### config.mk
export PLATFORM = sky130hd
export DESIGN_NAME = dual_capture_period_timer
export DESIGN_NICKNAME = d
export VERILOG_FILES = /design/src/rtl/core/dcpt_pkg.sv /design/src/rtl/core/dcpt_chan.sv /design/src/rtl/core/dual_capture_period_timer.sv
export VERILOG_INCLUDE_DIRS = /design/src /design/src/rtl/core
export SDC_FILE = /design/constraint.sdc
export NUM_CORES = 1
export LEC_CHECK = 0
export ABC_CLOCK_PERIOD_IN_PS = 12300
export BUFFER_PORTS_ARGS = -buffer_cell sky130_fd_sc_hd__buf_2
export CELL_PAD_IN_SITES_DETAIL_PLACEMENT = 0
export CELL_PAD_IN_SITES_GLOBAL_PLACEMENT = 1
export CORE_AREA = 5 5 206 208
export CTS_CLUSTER_SIZE = 20
export DETAILED_ROUTE_END_ITERATION = 8
export DIE_AREA = 0 0 211 213
export PLACE_DENSITY_LB_ADDON = 0.08
export SYNTH_ARGS = -nofsm -noshare
export SYNTH_HDL_FRONTEND = slang
export SYNTH_SLANG_ARGS = --single-unit
export TNS_END_PERCENT = 20
### constraint.sdc
create_clock -name clk -period 12.3 [get_ports clk]
set_input_delay 1.845 -clock clk [delete_from_list [all_inputs] [get_ports clk]]
set_output_delay 1.845 -clock clk [all_outputs]
set_load 0.1 [all_outputs]
### src/rtl/core/dual_capture_period_timer_assert.svh
// Assertion macros shared by the dual capture period timer RTL.
`ifndef DUAL_CAPTURE_PERIOD_TIMER_ASSERT_SVH
`define DUAL_CAPTURE_PERIOD_TIMER_ASSERT_SVH

// Check that a condition holds at every clock edge out of reset.
`define DCPT_ASSERT_HOLDS(label, cond, msg) \
  label: assert property (@(posedge clk) disable iff (!rst_n) (cond)) else $error(msg);

// Check that a condition in a cycle implies another in the next cycle.
`define DCPT_ASSERT_NEXT(label, ante, cons, msg) \
  label: assert property (@(posedge clk) disable iff (!rst_n) (ante) |=> (cons)) else $error(msg);

`endif

### src/rtl/core/dcpt_pkg.sv
// Types and constants shared by the dual capture period timer.
package dcpt_pkg;

  // Operation codes carried in the input tuser.
  localparam logic [2:0] OP_CAPTURE  = 3'd0;
  localparam logic [2:0] OP_OVERFLOW = 3'd1;
  localparam logic [2:0] OP_TICK     = 3'd2;
  localparam logic [2:0] OP_ACK      = 3'd3;
  localparam logic [2:0] OP_RX_LOAD  = 3'd4;

  // Configuration register indexes.
  localparam logic [1:0] CFG_TIMEOUT_CHAN0   = 2'd0;
  localparam logic [1:0] CFG_TIMEOUT_CHAN1   = 2'd1;
  localparam logic [1:0] CFG_SECOND_RELOAD   = 2'd2;
  localparam logic [1:0] CFG_WATCHDOG_RELOAD = 2'd3;

  // Reset values of the divider reloads.
  localparam logic [15:0] SECOND_RELOAD_RST   = 16'd976;
  localparam logic [15:0] WATCHDOG_RELOAD_RST = 16'd100;

  // Per-channel command decoded from one accepted beat.
  typedef struct packed {
    logic        capture;
    logic        overflow;
    logic        tick;
    logic        ack;
    logic        ovf_pending;
    logic [15:0] capture_low;
    logic [15:0] timeout;
  } chan_cmd_t;

  // Per-channel state after the beat has been applied.
  typedef struct packed {
    logic        armed;
    logic        done;
    logic [31:0] first_stamp;
    logic [31:0] second_stamp;
    logic [15:0] count;
    logic        timed_out;
  } chan_stat_t;

  // Result beat, result_channel in the lowest bit.
  typedef struct packed {
    logic        watchdog_pulse;
    logic        second_pulse;
    logic        receive_timed_out;
    logic [1:0]  measure_timed_out;
    logic [15:0] capture_count;
    logic [31:0] end_stamp;
    logic [31:0] start_stamp;
    logic        period_done;
    logic        result_channel;
  } res_t;

endpackage

### src/rtl/core/dcpt_chan.sv
// One period-capture channel: overflow extension, stamps, phase and timeout.
module dcpt_chan #(
  parameter int TIMER_BITS = 16
) (
  input  logic                 clk,
  input  logic                 rst_n,
  input  dcpt_pkg::chan_cmd_t  cmd,
  output dcpt_pkg::chan_stat_t stat
);
  import dcpt_pkg::*;

  localparam logic [63:0] LOW_MASK = (64'd1 << TIMER_BITS) - 64'd1;

  logic [15:0] high_r, high_nxt;
  logic        armed_r, armed_nxt;
  logic        done_r, done_nxt;
  logic [31:0] first_r, first_nxt;
  logic [31:0] second_r, second_nxt;
  logic [15:0] timer_r, timer_nxt;
  logic [15:0] count_r, count_nxt;
  logic        timed_out;
  logic [63:0] stamp_wide;
  logic [31:0] stamp;
  logic [15:0] timer_dec;

  // Extend the capture with the overflow count
  assign stamp_wide = ({48'd0, high_r} << TIMER_BITS) | ({48'd0, cmd.capture_low} & LOW_MASK);
  assign stamp      = stamp_wide[31:0];
  assign timer_dec  = timer_r - 16'd1;

  // Apply the beat to the channel state
  always_comb begin
    high_nxt   = high_r;
    armed_nxt  = armed_r;
    done_nxt   = done_r;
    first_nxt  = first_r;
    second_nxt = second_r;
    timer_nxt  = timer_r;
    count_nxt  = count_r;
    timed_out  = 1'b0;
    if (cmd.capture) begin
      count_nxt = count_r + 16'd1;
      if (cmd.ovf_pending) begin
        armed_nxt = 1'b0;
      end else if (!done_r) begin
        if (armed_r) begin
          done_nxt   = 1'b1;
          second_nxt = stamp;
          armed_nxt  = 1'b0;
        end else begin
          first_nxt = stamp;
          armed_nxt = 1'b1;
          timer_nxt = cmd.timeout;
        end
      end
    end
    if (cmd.overflow) begin
      high_nxt = high_r + 16'd1;
    end
    if (cmd.tick && timer_r != 16'd0) begin
      timer_nxt = timer_dec;
      if (timer_dec == 16'd0) begin
        armed_nxt = 1'b0;
        timed_out = 1'b1;
      end
    end
    if (cmd.ack) begin
      done_nxt = 1'b0;
    end
  end

  always_ff @(posedge clk) begin
    if (!rst_n) begin
      high_r   <= '0;
      armed_r  <= 1'b0;
      done_r   <= 1'b0;
      first_r  <= '0;
      second_r <= '0;
      timer_r  <= '0;
      count_r  <= '0;
    end else begin
      high_r   <= high_nxt;
      armed_r  <= armed_nxt;
      done_r   <= done_nxt;
      first_r  <= first_nxt;
      second_r <= second_nxt;
      timer_r  <= timer_nxt;
      count_r  <= count_nxt;
    end
  end

  // Report the state as it stands after this beat
  assign stat.armed        = armed_nxt;
  assign stat.done         = done_nxt;
  assign stat.first_stamp  = first_nxt;
  assign stat.second_stamp = second_nxt;
  assign stat.count        = count_nxt;
  assign stat.timed_out    = timed_out;

endmodule

### src/rtl/core/dual_capture_period_timer.sv
// Top level of the dual capture period timer.
//
// Usage: each input beat on in_* carries one operation in in_tuser (capture,
// counter overflow, tick, acknowledge, load receive timeout) and yields exactly
// one result beat on out_*, reporting the addressed channel's done flag,
// 32-bit start and end stamps and capture count, plus the tick pulses
// (measurement timeouts, receive timeout, seconds and watchdog dividers).
// Ticks, receive loads and unused operation codes report channel zero.
// The result is registered: it appears in the output register the cycle after
// the input beat is taken. Throughput is one beat per cycle while the output
// is not stalled; all state updates finish in the accept cycle, so the output
// register sets the rate. When the receiver stalls, the result holds in the
// output register and in_tready drops until it is taken; it rises again in
// the cycle the result leaves. Configuration writes on cfg_* are always taken
// and belong in idle periods; divider reload changes apply at the next expiry.
// Reset clears the channels, the receive timer and the output valid, sets
// the reloads to 976 and 100 and loads the dividers with them.
`include "dual_capture_period_timer_assert.svh"

module dual_capture_period_timer #(
  parameter int TIMER_BITS = 16
) (
  input  logic        clk,
  input  logic        rst_n,
  // in_tdata: channel, capture_low[15:0], overflow_pending,
  //           receive_timeout_load[15:0], zero fill
  input  logic        in_tvalid,
  output logic        in_tready,
  input  logic [39:0] in_tdata,
  // in_tuser: operation[2:0]
  input  logic [2:0]  in_tuser,
  // out_tdata: result_channel, period_done, start_stamp[31:0], end_stamp[31:0],
  //            capture_count[15:0], measure_timed_out[1:0], receive_timed_out,
  //            second_pulse, watchdog_pulse, zero fill
  output logic        out_tvalid,
  input  logic        out_tready,
  output logic [87:0] out_tdata,
  input  logic        cfg_valid,
  output logic        cfg_ready,
  input  logic [1:0]  cfg_index,
  input  logic [15:0] cfg_data
);
  import dcpt_pkg::*;

  logic        in_fire;
  logic [2:0]  op;
  logic        chan;
  logic [15:0] cap_low;
  logic        ovf_pending;
  logic [15:0] rx_load;

  logic [15:0] timeout0_r, timeout1_r, sec_reload_r, wdt_reload_r;
  logic [15:0] rx_timer_r, rx_timer_nxt;
  logic [15:0] sec_div_r, sec_div_nxt;
  logic [15:0] wdt_div_r, wdt_div_nxt;
  logic [15:0] rx_dec, sec_dec, wdt_dec;
  logic        rx_pulse, sec_pulse, wdt_pulse;
  logic        is_tick;
  logic        rep;

  chan_cmd_t   cmd [2];
  chan_stat_t  st  [2];

  logic        out_valid_r, out_valid_nxt;
  res_t        res_r, res_nxt;

  // Unpack the input beat
  assign op          = in_tuser;
  assign chan        = in_tdata[0];
  assign cap_low     = in_tdata[16:1];
  assign ovf_pending = in_tdata[17];
  assign rx_load     = in_tdata[33:18];

  // Take a beat whenever the output register is free or draining
  assign in_tready = !out_valid_r || out_tready;
  assign in_fire   = in_tvalid && in_tready;
  assign is_tick   = in_fire && (op == OP_TICK);

  // Hold configuration registers
  assign cfg_ready = 1'b1;

  always_ff @(posedge clk) begin
    if (!rst_n) begin
      timeout0_r   <= '0;
      timeout1_r   <= '0;
      sec_reload_r <= SECOND_RELOAD_RST;
      wdt_reload_r <= WATCHDOG_RELOAD_RST;
    end else if (cfg_valid) begin
      case (cfg_index)
        CFG_TIMEOUT_CHAN0:   timeout0_r   <= cfg_data;
        CFG_TIMEOUT_CHAN1:   timeout1_r   <= cfg_data;
        CFG_SECOND_RELOAD:   sec_reload_r <= cfg_data;
        CFG_WATCHDOG_RELOAD: wdt_reload_r <= cfg_data;
        default: ;
      endcase
    end
  end

  // Decode per-channel commands
  always_comb begin
    for (int i = 0; i < 2; i++) begin
      cmd[i].capture     = in_fire && (op == OP_CAPTURE) && (chan == i[0]);
      cmd[i].overflow    = in_fire && (op == OP_OVERFLOW) && (chan == i[0]);
      cmd[i].ack         = in_fire && (op == OP_ACK) && (chan == i[0]);
      cmd[i].tick        = is_tick;
      cmd[i].ovf_pending = ovf_pending;
      cmd[i].capture_low = cap_low;
    end
    cmd[0].timeout = timeout0_r;
    cmd[1].timeout = timeout1_r;
  end

  dcpt_chan #(.TIMER_BITS(TIMER_BITS)) u_chan0 (
    .clk  (clk),
    .rst_n(rst_n),
    .cmd  (cmd[0]),
    .stat (st[0])
  );

  dcpt_chan #(.TIMER_BITS(TIMER_BITS)) u_chan1 (
    .clk  (clk),
    .rst_n(rst_n),
    .cmd  (cmd[1]),
    .stat (st[1])
  );

  // Advance the receive timer and the two dividers
  assign rx_dec  = rx_timer_r - 16'd1;
  assign sec_dec = sec_div_r - 16'd1;
  assign wdt_dec = wdt_div_r - 16'd1;

  always_comb begin
    rx_timer_nxt = rx_timer_r;
    sec_div_nxt  = sec_div_r;
    wdt_div_nxt  = wdt_div_r;
    rx_pulse     = 1'b0;
    sec_pulse    = 1'b0;
    wdt_pulse    = 1'b0;
    if (in_fire && op == OP_RX_LOAD) begin
      rx_timer_nxt = rx_load;
    end
    if (is_tick) begin
      if (rx_timer_r != 16'd0) begin
        rx_timer_nxt = rx_dec;
        rx_pulse     = (rx_dec == 16'd0);
      end
      sec_div_nxt = sec_dec;
      if (sec_dec == 16'd0) begin
        sec_div_nxt = sec_reload_r;
        sec_pulse   = 1'b1;
      end
      wdt_div_nxt = wdt_dec;
      if (wdt_dec == 16'd0) begin
        wdt_div_nxt = wdt_reload_r;
        wdt_pulse   = 1'b1;
      end
    end
  end

  always_ff @(posedge clk) begin
    if (!rst_n) begin
      rx_timer_r <= '0;
      sec_div_r  <= SECOND_RELOAD_RST;
      wdt_div_r  <= WATCHDOG_RELOAD_RST;
    end else begin
      rx_timer_r <= rx_timer_nxt;
      sec_div_r  <= sec_div_nxt;
      wdt_div_r  <= wdt_div_nxt;
    end
  end

  // Build the result beat for the reported channel
  assign rep = (op == OP_CAPTURE || op == OP_OVERFLOW || op == OP_ACK) ? chan : 1'b0;

  always_comb begin
    res_nxt.result_channel       = rep;
    res_nxt.period_done          = st[rep].done;
    res_nxt.start_stamp          = st[rep].first_stamp;
    res_nxt.end_stamp            = st[rep].second_stamp;
    res_nxt.capture_count        = st[rep].count;
    res_nxt.measure_timed_out[0] = st[0].timed_out;
    res_nxt.measure_timed_out[1] = st[1].timed_out;
    res_nxt.receive_timed_out    = rx_pulse;
    res_nxt.second_pulse         = sec_pulse;
    res_nxt.watchdog_pulse       = wdt_pulse;
  end

  // Hold the result until the receiver takes it
  assign out_valid_nxt = in_fire || (out_valid_r && !out_tready);

  always_ff @(posedge clk) begin
    if (!rst_n) begin
      out_valid_r <= 1'b0;
    end else begin
      out_valid_r <= out_valid_nxt;
    end
  end

  always_ff @(posedge clk) begin
    if (in_fire) begin
      res_r <= res_nxt;
    end
  end

  assign out_tvalid = out_valid_r;
  assign out_tdata  = {1'b0, res_r};

  // A channel is never armed while its period is done
  `DCPT_ASSERT_HOLDS(a_armed_done_excl,
    !(st[0].armed && st[0].done) && !(st[1].armed && st[1].done),
    "channel armed while done")
  // Only a tick raises a pulse
  `DCPT_ASSERT_NEXT(a_pulse_tick_only, in_fire && op != OP_TICK,
    res_r.measure_timed_out == 2'b00 && !res_r.receive_timed_out &&
    !res_r.second_pulse && !res_r.watchdog_pulse, "pulse outside tick")
  // A tick with one receive tick left reports the timeout
  `DCPT_ASSERT_NEXT(a_rx_expiry, is_tick && rx_timer_r == 16'd1,
    res_r.receive_timed_out && rx_timer_r == 16'd0, "receive timeout missed")
  // A stalled result stays put
  `DCPT_ASSERT_NEXT(a_result_hold, out_valid_r && !out_tready,
    out_valid_r && $stable(res_r), "stalled result changed")

endmodule

# After elaboration in Yosys (flattened, before gate mapping)

Cells that the tools add are included.

Register bits after elaboration: 428
Input bits: 66
Output and inout port bits: 91
Logic and storage cells: 163

$add $sub $neg: 9
$lt $le $gt $ge: 1
Equality and inequality tests: 13
Muxes and demuxes: 65
Bitwise logic cells: 4
Reductions and logical operators: 40

Operators by type and width:

| operator                                                                 | count |
|---|---|
| 32-bit two-way mux                                                       | 16 |
| 16-bit two-way mux                                                       | 17 |
| 82-bit two-way mux                                                       | 3 |
| 16-bit logical NOT                                                       | 5 |
| 16-bit by 1-bit subtractor with 16-bit output (second input constant)    | 5 |
| 16-bit by 1-bit adder with 16-bit output (second input constant)         | 4 |
| 32-bit by 16-bit OR with 32-bit output                                   | 2 |
| 16-bit nonzero test                                                      | 3 |
| 1-bit two-way mux                                                        | 29 |
| 1-bit logical AND                                                        | 15 |
| 2-bit AND reduction                                                      | 5 |
| 2-bit inequality test (second input constant)                            | 4 |
| 4-bit AND reduction                                                      | 2 |
| 3-bit by 2-bit equality test with 1-bit output (second input constant)   | 2 |
| 2-bit equality test (second input constant)                              | 2 |
| 1-bit logical OR                                                         | 4 |
| 2-bit by 1-bit inequality test with 1-bit output (second input constant) | 2 |
| 2-bit nonzero test                                                       | 2 |
| 3-bit by 1-bit equality test with 1-bit output (second input constant)   | 1 |
| 3-bit equality test (second input constant)                              | 1 |
| 3-bit logical NOT                                                        | 1 |
| 2-bit by 1-bit equality test with 1-bit output (second input constant)   | 1 |
| 2-bit greater-or-equal comparator (second input constant)                | 1 |
| 1-bit logical NOT                                                        | 2 |
| 3 further kinds                                                          | 3 |

# Logic depth before layout (Yosys ltp)

Depth in word-level cells: 10
Mapped depth: 12
Depth with buffers taken out: 8

# Hierarchy

From an unflattened synthesis, not the netlist that was laid out.

Cells, all modules: 2025
Area total of the unflattened synthesis: 19327.3 um^2

Modules (own cells, without submodules):

| module                    | times used | cells each | area each (um^2) | sequential area each (um^2) |
|---|---|---|---|---|
| dual_capture_period_timer | 1          | 925        | 9117.5           | 4874.7 |
| dcpt_chan at u_chan0      | 1          | 589        | 5157.4           | 2282.2 |
| dcpt_chan at u_chan1      | 1          | 511        | 5052.3           | 2282.2 |

# Least setup slack after synthesis

OpenSTA, ideal clock, no wires.

Path type: input -> register
Start: in out_tready
End: reg rx_timer_r[3]
Setup time: 0.070 ns
Data arrival time: 5.574 ns
Data required time: 12.230 ns
Path slack: 6.656 ns
Stages: 8
Path buffers: 2
Cell sequence: nor2b_1 inv_2 and2_1 and3_1 clkbuf_1 clkbuf_1 a22oi_1 a21oi_1

Cells in the longest elaborated chain, start to end: 6

RTL lines:

| element                | RTL line                         | RTL |
|---|---|---|
| start: declaration     | dual_capture_period_timer.sv:36  | `input logic out_tready,` |
| 1-bit logical OR (*)   | dual_capture_period_timer.sv:75  | `assign in_tready = !out_valid_r \|\| out_tready;` |
| via in_tready          | dual_capture_period_timer.sv:28  | `output logic in_tready,` |
| 1-bit logical AND (*)  | dual_capture_period_timer.sv:76  | `assign in_fire = in_tvalid && in_tready;` |
| via in_fire            | dual_capture_period_timer.sv:45  | `logic in_fire;` |
| 1-bit logical AND      | dual_capture_period_timer.sv:139 | `if (in_fire && op == OP_RX_LOAD) begin` |
| 16-bit two-way mux     | dual_capture_period_timer.sv:139 |  |
| 16-bit two-way mux     | dual_capture_period_timer.sv:143 | `if (rx_timer_r != 16'd0) begin` |
| 16-bit two-way mux (*) | dual_capture_period_timer.sv:142 | `if (is_tick) begin` |
| end signal: assignment | dual_capture_period_timer.sv:166 | `rx_timer_r <= rx_timer_nxt;` |
| end: declaration       | dual_capture_period_timer.sv:53  | `logic [15:0] rx_timer_r, rx_timer_nxt;` |

Mark *: on every way through the listed nets, which the timed path passes. The rest lies on a longest branch.
A chain may end at the register's enable or synchronous reset.

# Worst setup path after layout

Start: in out_tready
End: out in_tready

Cells in the longest elaborated chain, start to end: 1

RTL lines:

| element          | RTL line |
|---|---|
| 1-bit logical OR | dual_capture_period_timer.sv:75 |
| end: declaration | dual_capture_period_timer.sv:28 |

Every way passes these cells.

==> impl_metrics.env <==
export IMPL_finalCritPeriodShare=0.367
export IMPL_drive_above_1_share=0.125
export IMPL_ys_seq_area_frac=0.496
export IMPL_htreeDepth=2
export IMPL_cp_depth=4
export IMPL_antenna_found_initial=3
export IMPL_area_growth_pct=13.6
export IMPL_critPathMaxFanout=9
export IMPL_clock_sinks=428
export IMPL_drcViolationCount=0
export IMPL_cp_slowest_cell="buf_2"
export IMPL_vdd_drop_max_v=0.000115
export IMPL_setup_violations_final=0
export IMPL_globalRouteOverflowTotal=0
export IMPL_dieArea_um2=44900
export IMPL_via_per_inst=5.50
export IMPL_hold_viol=0
export IMPL_holdPathStages=2
export IMPL_drv_cap=0
export IMPL_path_class="in2out"
export IMPL_hold_slack_ns=0.449
export IMPL_synth_area_top_cells="dfxtp_1, edfxtp_1, nand2_1"
export IMPL_max_stage_delay_ns=0.33
export IMPL_io_buffer_count=148
export IMPL_yosysTopAreaCellShare=0.359
export IMPL_wl_per_cell_um=17.5
export IMPL_syn_inst=2168
export IMPL_cts_setup_buffers=0
export IMPL_period_minus_slack_ns=4.52
export IMPL_synth_edff_count=87
export IMPL_ant_nets=0
export IMPL_synth_warnings=0
export IMPL_critPathTopFamily="buffers and inverters"
export IMPL_path_cells="buf_2 > nor2b_1 > inv_2 > buf_2"
export IMPL_setup_ws_ns=7.78
export IMPL_power_leakage_nw=8.39
export IMPL_gp_congestion=0.819
export IMPL_synthArstFlopShare=0
export IMPL_initial_core_util=0.471
export IMPL_cts_root_buffer_cell="clkbuf_16"
export IMPL_cts_tree="done"
export IMPL_die_w_um=211
export IMPL_ys_flop_type="dfxtp_1"
export IMPL_end_kind="output pin"
export IMPL_yosys_cell_types_count=84
export IMPL_dp_hpwl_um=32000
export IMPL_clockBufferDepth=3
export IMPL_grt_pass1_wl_um=80000
export IMPL_tns_ns=0
export IMPL_cp_arrival_ns=2.67
export IMPL_clk_pin_slew_ns=0.06
export IMPL_max_freq_ghz=0.221
export IMPL_final_max_slew_viol_count=0
export IMPL_ios=157
export IMPL_drtIter0Drc=1000
export IMPL_rsz0062_at_grt="false"
export IMPL_dp_worst_setup_slack_ns=7.35
export IMPL_cp_required_ns=10.45
export IMPL_worst_pin_slew_ns=1.27
export IMPL_cts_hold_buf=0
export IMPL_grt_max_degree=142
export IMPL_r2r_cells=8
export IMPL_cellPowerDensity_nw_per_um2=151
export IMPL_clock_latency_ns=0.57
export IMPL_design_core_area_um2=40400
export IMPL_syn_area_per_cell_um2=8.78
export IMPL_die_h_um=213
export IMPL_grt_pass1_vias=15000
export IMPL_numCtsBuffers=47
export IMPL_row_count=74
export IMPL_worst_hold_path_type="reg2reg"
export IMPL_yosys_register_bits=428
export IMPL_yosysTopAreaCell="dfxtp_1"
export IMPL_ctsResizeCount=0
export IMPL_skew_ns=0.0130
export IMPL_finalWirelength_um=49200
export IMPL_cp_num_buf_inv=3
export IMPL_path_common_cell="buf_2"
export IMPL_max_slew_margin=0.146
export IMPL_status="complete, no violations"
export IMPL_startpoint_type="primary input"
export IMPL_vias=15500
export IMPL_syn_num_nets=2253
export IMPL_synth_cell_area_um2=19000
export IMPL_dr_pass1_iters=5
export IMPL_grtUsageTotal=0.216
export IMPL_final_nets=2327
export IMPL_fill_cells=3850
==> registers in the layout, summed over array words and instances (netlist names), 16 cells and up <==
| signal | flops |
|---|---|
| out_tdata | 87 |
| rx_timer_r | 16 |
| sec_div_r | 16 |
| sec_reload_r | 16 |
| timeout0_r | 16 |
| timeout1_r | 16 |
| u_chan0.count_r | 16 |
| u_chan0.first_r | 32 |
| u_chan0.high_r | 16 |
| u_chan0.second_r | 32 |
| u_chan0.timer_r | 16 |
| u_chan1.count_r | 16 |
| u_chan1.first_r | 32 |
| u_chan1.high_r | 16 |
| u_chan1.second_r | 32 |
| u_chan1.timer_r | 16 |
| wdt_div_r | 16 |
| wdt_reload_r | 16 |
==> cells by family after synthesis <==
| kind of cell | Yosys count | share of synthesized area |
|---|---|---|
| other cells | 2 | 0.000395 |
| simple gates | 942 | 0.226 |
| flops | 428 | 0.496 |
| buf+inv | 184 | 0.0394 |
| compound gates | 403 | 0.131 |
| xor+xnor | 77 | 0.0354 |
| mux | 113 | 0.0596 |
| fa+ha+maj | 19 | 0.0125 |
==> routing by layer <==
layer | routed length [µm] | up-vias | track usage
met4 | 1170 | 0 | 0.0619
met5 | 0 | - | 0
li1 | - | 7736 | -
met1 | 22700 | 7337 | 0.292
met3 | 2420 | 82 | 0.0388
met2 | 23000 | 315 | 0.358
==> worst paths after layout <==
kind,start,to,slack [ns]
worst max-delay path,out_tready,in_tready,7.78
worst min-delay path,u_chan0.second_r[15],u_chan0.second_r[15],0.45
worst max register to register,sec_div_r[0],sec_div_r[12],8.97
worst min register to register,u_chan0.second_r[15],u_chan0.second_r[15],0.45
==> area by class of cell <==
cell class                      instances  area [µm²]  share of cell area
Sequential cell                       428        9440               0.436
Multi-Input combinational cell       1556        8870               0.410
Clock buffer                           69        1360              0.0630
Timing Repair Buffer                  169         898              0.0415
Tap cell                              532         666              0.0308
Clock inverter                         18         229              0.0106
Inverter                               40         158             0.00729
Antenna cell                            2        5.00            0.000231
==> cells in the mapped netlist, drive strengths merged (33+ instances only) <==
master    n
nand3    62
nor4     33
dfxtp   341
xnor2    45
inv      40
nand4    34
mux2i   111
edfxtp   87
o21ai    62
nand2   342
o22ai    37
clkbuf  113
nor3     41
a21oi   190
nor2    305
==> stage by stage <==
stage	instance area (µm²)	instances	total power [mW]	utilization
final	21600	2814	3.26	0.536
after global routing	21600	2814	3.39	0.536
after CTS	21600	2812	3.30	0.536
after detailed placement	20000	2725	1.85	0.496
after global placement	20000	2725	1.85	0.496
after floorplan	19000	2168	1.77	-
==> layout by cell type, fill, tap and decap left out, types with 37 or more instances in the layout <==
master,instances
mux2i_1,111
nand3_1,61
nor2_1,303
nor3_1,40
xnor2_1,45
clkbuf_16,49
a21oi_1,190
buf_2,148
o21ai_0,58
inv_1,38
o22ai_1,37
dfxtp_1,341
nand2_1,340
edfxtp_1,87
==> where the power goes <==
group          internal (mW)  leakage (nW)  switching [mW]
Combinational         0.0715          3.98           0.257
Clock                  0.874         0.784           0.571
Sequential              1.46          3.63          0.0219
Total                   2.41          8.39           0.850
==> worst reg2reg max path: stages (launching register included) <==
cell and delay (ns):
dfxtp_1 0.37, inv_1 0.12, ha_1 0.29, or3b_1 0.56
nor4b_1 0.30, o21ai_1 0.15, a2111oi_4 0.85, nand2_2 0.26
o32ai_1 0.33
Power figures use the tool's default switching activity.
